===== src/hdl/lvrk_add.sv =====
// Registered saturating adder or subtractor on word-wide signed values.
module lvrk_add #(
	parameter int WORD_WIDTH = 32
) (
	input  logic                         clk,
	input  logic                         sub,
	input  logic signed [WORD_WIDTH-1:0] a,
	input  logic signed [WORD_WIDTH-1:0] b,
	output logic signed [WORD_WIDTH-1:0] s_q,
	output logic                         ov_q
);
	logic signed [WORD_WIDTH:0] sum;

	assign sum = sub ? ((WORD_WIDTH+1)'(a) - (WORD_WIDTH+1)'(b))
	                 : ((WORD_WIDTH+1)'(a) + (WORD_WIDTH+1)'(b));

	always_ff @(posedge clk) begin
		if (sum[WORD_WIDTH] != sum[WORD_WIDTH-1]) begin
			s_q  <= sum[WORD_WIDTH] ? {1'b1, {(WORD_WIDTH-1){1'b0}}}
			                        : {1'b0, {(WORD_WIDTH-1){1'b1}}};
			ov_q <= 1'b1;
		end else begin
			s_q  <= sum[WORD_WIDTH-1:0];
			ov_q <= 1'b0;
		end
	end
endmodule


===== config.mk =====
export PLATFORM = sky130hd
export DESIGN_NAME = lvrk_add
export DESIGN_NICKNAME = d
export VERILOG_FILES = /design/src/hdl/lvrk_add.sv
export SDC_FILE = /design/constraint.sdc
export NUM_CORES = 1
export LEC_CHECK = 0
export BUFFER_PORTS_ARGS = -buffer_cell sky130_fd_sc_hd__buf_2
export CAP_MARGIN = 20
export CORE_ASPECT_RATIO = 2
export CORE_MARGIN = 2
export CORE_UTILIZATION = 53
export DETAILED_ROUTE_END_ITERATION = 10
export PLACE_DENSITY = 0.82
export SLEW_MARGIN = 0
export SYNTH_ARGS = -nofsm -noshare
export SYNTH_HDL_FRONTEND = slang
export SYNTH_SLANG_ARGS = --single-unit

===== constraint.sdc =====
create_clock -name clk -period 6.65 [get_ports clk]
set_input_delay 0.9975 -clock clk [delete_from_list [all_inputs] [get_ports clk]]
set_output_delay 0.9975 -clock clk [all_outputs]
set_load 0.01 [all_outputs]

Word level (Yosys, flattened, before mapping)
Index checks and enable logic that the tools add are counted.
Widths: inputs -> output; s select.
{"block": "classes", "addsub": 2, "eq_ne": 1, "muxes": 4}
{"operator": "$mux 32", "n": 2}
{"operator": "$add 32x32->33", "n": 1}
{"operator": "$mux 33", "n": 1}
{"operator": "$sub 32x32->33", "n": 1}
{"operator": "$mux 1", "n": 1}
{"operator": "$ne 1x1->1", "n": 1}
{"block": "totals", "regBits": 33, "in_bits": 66, "output_inout_bits": 33}

Depth between registers and ports, before layout
{"block": "depth", "word_depth": 4, "depth_mapped": 19}

Worst setup path before layout
No wires, ideal clock.
{"block": "synth_timing", "kind": "input port to flip-flop", "startpoint": "input b[3]", "endpoint": "register s_q[24]", "setup_ns": 0.066, "t_arrival_ns": 4.986, "required_time_ns": 6.584, "path_slack_ns": 1.598, "cell_stages": 19, "path_buffers": 2, "path_cell_list": "or4_1 nor2b_1 nand2_1 or2_2 nor4_1 nor2_1 xnor2_1 ha_1 clkbuf_1 nand2_1 o21ai_0 a31oi_1 o21ai_0 mux2i_1 o41ai_2 a311oi_4 nand2_4 buf_2 a21oi_2"}
{"block": "synth_via", "elab_chain_cells": 4}
{"item": "start: declaration", "line": "8", "rtl": "input logic signed [WORD_WIDTH-1:0] b,"}
{"item": "$add 32x32->33 or $sub 32x32->33 (tied branches)", "line": "15, 14"}
{"item": "$mux 33 (*)", "line": "14", "rtl": "assign sum = sub ? ((WORD_WIDTH+1)'(a) - (WORD_WIDTH+1)'(b))"}
{"item": "$mux 32 or $ne 1x1->1 (tied branches)", "line": "19, 18"}
{"item": "$mux 32 (*)", "line": "18", "rtl": "if (sum[WORD_WIDTH] != sum[WORD_WIDTH-1]) begin"}
{"item": "end signal: assignment", "line": "19", "rtl": "s_q <= sum[WORD_WIDTH] ? {1'b1, {(WORD_WIDTH-1){1'b0}}}"}
{"item": "end signal: assignment", "line": "23", "rtl": "s_q <= sum[WORD_WIDTH-1:0];"}
{"item": "end: declaration", "line": "9", "rtl": "output logic signed [WORD_WIDTH-1:0] s_q,"}
Every way passes the cells marked *; elsewhere a longest branch is shown, timed or not.

Worst setup path after layout
{"block": "layout_timing", "startpoint": "input b[3]", "endpoint": "register s_q[18]"}
The elaborated chain is that of the path after synthesis.

==> results.txt <==
- Total GRT Usage: 23.7%
- The library cell used most frequently in the layout, excluding fill and tap cells, is sky130_fd_sc_hd__buf_2.
* Synthesized instance count: 431
* CTS hold repair buffers: 0
* Weighted congestion reported at the end of routability-driven placement: 0.926
- The routed layout has 3,312 vias.
- Biggest area contributors in the synthesized netlist: sky130_fd_sc_hd__dfxtp_1 (20%), sky130_fd_sc_hd__ha_1 (12%), sky130_fd_sc_hd__xnor2_1 (12%)
- Static timing analysis puts the maximum clock frequency at 0.183 GHz.
- The pre-antenna-repair detailed-routing pass consisted of 4 iterations.
- The worst hold path belongs to the class input port to flop.
- Once the floorplan was initialized, standard cells occupied 54.0% of the core.
- Number of remaining DRC errors: 0
- The initial antenna violation count was 0.
- Of the total power, registers draw 27.8%.
- Of the total power, the clock network draws 18.3%.
* Arrival time at the worst endpoint: 5.65 ns
* I/O pin total: 99
- Cell Count Post-Placement: 599
- Crit end category: flop
- Pins Over Slew Limit: 0
- Core area: 6210 µm²
- Post-DR vias/cell: 5.45
- Share of cells above drive strength 1: 25.5%
- Diodes inserted: 0
* Gates resized, CTS repair: 0
* Setup repair after global routing missed its margin: no
- Final min period: 5.46 ns
- Along the worst hold path, the cell count comes to 3.
* Worst Path Required: 6.84 ns
- The floorplan step set the die height to 116 µm.
* Final setup violation count: 0
- Adding up every negative setup slack in the final design gives 0 ns.
- Counting the buffers created by CTS gives 5.
* Placement row count: 41
* Worst Setup Start Kind: input port
* Number of flops mapped to enable cells by yosys: 0
* Part of the cycle the worst path needs: 82.1%
- Die Area: 7020 µm²
* Buffer levels on the longest clock path: 2
- The critical path is of the input port to flop type.
- The Yosys step of the flow raised 0 warnings.
- Across the run, the number of max-cap violations was 0.
- Clock transition at the registers of the reported paths: 0.05 ns
- Leaving out fill and tap cells, the most frequent cells in the layout are sky130_fd_sc_hd__buf_2 (98), sky130_fd_sc_hd__a21oi_1 (56), sky130_fd_sc_hd__nor2_1 (48).
- Share of synthesized registers carrying an async set or reset: 0%
- Via count of the first global-routing pass: 3,007
- From synthesis to final layout, the design area changed by 20.8%.
* Slew headroom: 55.0%
- The tree built by TritonCTS fans out to 33 sinks.
- Proportion of synthesized chip area in sequential cells: 19.7%
- Clock tree from TritonCTS: built
* Depth of the CTS H-tree: 2
* Pint: 0.709 mW
- Buffers inserted by post-CTS timing repair: 0
* Leakage component of the power: 1.81 nW
* Congestion Overflow GR: 0
* Portion of synthesized cell area occupied by the leading cell type: 19.7%
* Syn nets: 531
- In this run the remaining antenna-violating nets after routing total 0.
- Total count of hold-check failures in the final report: 0
- Peak fanout along the critical path: 27
- Fill cells in the final layout number 575.
- Outcome: complete, no violations
- In the synthesized netlist the dominant register cell turns out to be sky130_fd_sc_hd__dfxtp_1.
- For this block, the initial DRC count from the detailed router was 102.
- After synthesis the netlist holds a flip-flop and latch count of 33.
- In this run the mean area of a mapped cell was 7.78 µm².
* Post-Synthesis Cell Area: 3350 µm²
- Transition at the pin with the smallest max-transition slack: 0.669 ns
- VDD sags by at most 0.0000996 V.
- Root buffer cell: sky130_fd_sc_hd__clkbuf_16
- First-pass GRT wire length: 13,100 µm
- Routed Wire Length: 7920 µm
- After the flow finishes, the layout carries non-filler instances totaling 608.
- Overall die width: 60.2 µm
- Ratio of total power to cell area: 286 nW/µm²
- Of the total power, combinational logic draws 53.9%.
- Detailed placement ended at an HPWL of 6560 µm.
* Switching power share of the total: 38.9%
* Cell variety after synth: 55
* Pin count of the biggest net entering global routing: 34
- Buffers added on ports: 98
* Net switching power: 0.451 mW
* Final layout net count: 621
- Cell type with the highest aggregate area in the netlist: sky130_fd_sc_hd__dfxtp_1
- In the final routed layout, each cell accounts on average for 13.0 µm.
[synth_stat cells, drive strengths merged, types with 2 or more instances]
cell	number
o211ai	2
o31ai	3
ha	33
maj3	5
xor2	13
a21bo	2
a41oi	4
clkbuf	13
o21ai	20
a31o	2
inv	13
mux2i	2
a211oi	4
nor3	11
nand4	3
nor2b	2
nor3b	3
buf	4
nand3	12
dfxtp	33
o21a	2
a21o	11
and3	4
nand2	24
and4	2
a21oi	67
or2	3
o21bai	6
nor2	49
nor4	9
xnor2	47
a31oi	6
nand2b	6
and2	2
[per-stage QoR]
step                      total power [mW]  utilization, %  hold WS, ns  setup slack (ns)  instance area (µm²)
final                                 1.16            65.3         1.09              1.19                 4050
after global routing                  1.26            65.3         1.14             0.747                 4050
after CTS                             1.14            64.8         1.08             0.872                 4020
after detailed placement             0.929            62.6         1.36             0.599                 3880
after global placement               0.922            62.6         1.36             0.814                 3880
after floorplan                      0.748               -         1.19              1.60                 3350
[routing by layer]
metal	up-vias	wire [µm]	global-route usage (%)
met5	-	0	0
li1	1732	-	-
met2	125	3870	38.7
met3	19	458	3.77
met1	1436	3330	29.4
met4	0	255	11.4
[power groups by stage]
stage,logic [mW],registers (mW),clock network [mW]
final,0.625,0.322,0.213
after global routing,0.696,0.334,0.225
after CTS,0.609,0.323,0.212
after detailed placement,0.604,0.325,0
after global placement,0.597,0.325,0
after floorplan,0.362,0.385,0
[registers in the layout (all words and copies together), names as in the netlist]
| name | flops |
|---|---|
| s_q | 32 |
| ov_q | 1 |
[path summary, 6_finish.rpt]
check | start | end | slack, ns
worst max-delay path | b[3] | s_q[18]$_DFF_P_ | 1.19
worst min-delay path | b[0] | s_q[0]$_DFF_P_ | 1.09
[critical path, cell delays in order]
cell	delay, ns
sky130_fd_sc_hd__buf_2	0.12
sky130_fd_sc_hd__or4_1	0.56
sky130_fd_sc_hd__nor2b_1	0.32
sky130_fd_sc_hd__nand2_1	0.15
sky130_fd_sc_hd__or2_2	0.34
sky130_fd_sc_hd__nor4_1	0.19
sky130_fd_sc_hd__nor2_1	0.09
sky130_fd_sc_hd__xnor2_1	0.15
sky130_fd_sc_hd__ha_1	0.42
sky130_fd_sc_hd__nand2_1	0.11
sky130_fd_sc_hd__o21ai_0	0.23
sky130_fd_sc_hd__a31oi_1	0.11
sky130_fd_sc_hd__o21ai_0	0.41
sky130_fd_sc_hd__mux2i_1	0.27
sky130_fd_sc_hd__o41ai_2	0.12
sky130_fd_sc_hd__a311oi_4	0.46
sky130_fd_sc_hd__nand2_4	0.31
sky130_fd_sc_hd__a21oi_2	0.27
[kinds of logic after synthesis]
kind of cell | after synthesis | share of synthesized area, %
XOR/XNOR | 60 | 15.9
flip-flops | 33 | 19.7
AND/OR/NAND/NOR | 132 | 19.4
buffers and inverters | 30 | 3.66
multiplexers | 2 | 0.597
AO/OA/AOI/OAI | 135 | 26.3
adder cells (fa/ha/maj) | 39 | 14.4
[final cells by class]
cell class	count	area, µm²	area share [%]
sequential	33	661	16.3
multi-input combinational	368	2570	63.4
clock inverter	2	10.0	0.247
inverter	13	48.8	1.20
clock buffer	6	129	3.18
tap	86	108	2.66
timing repair buffer	100	526	13.0
(Power assumes the default switching activity.)
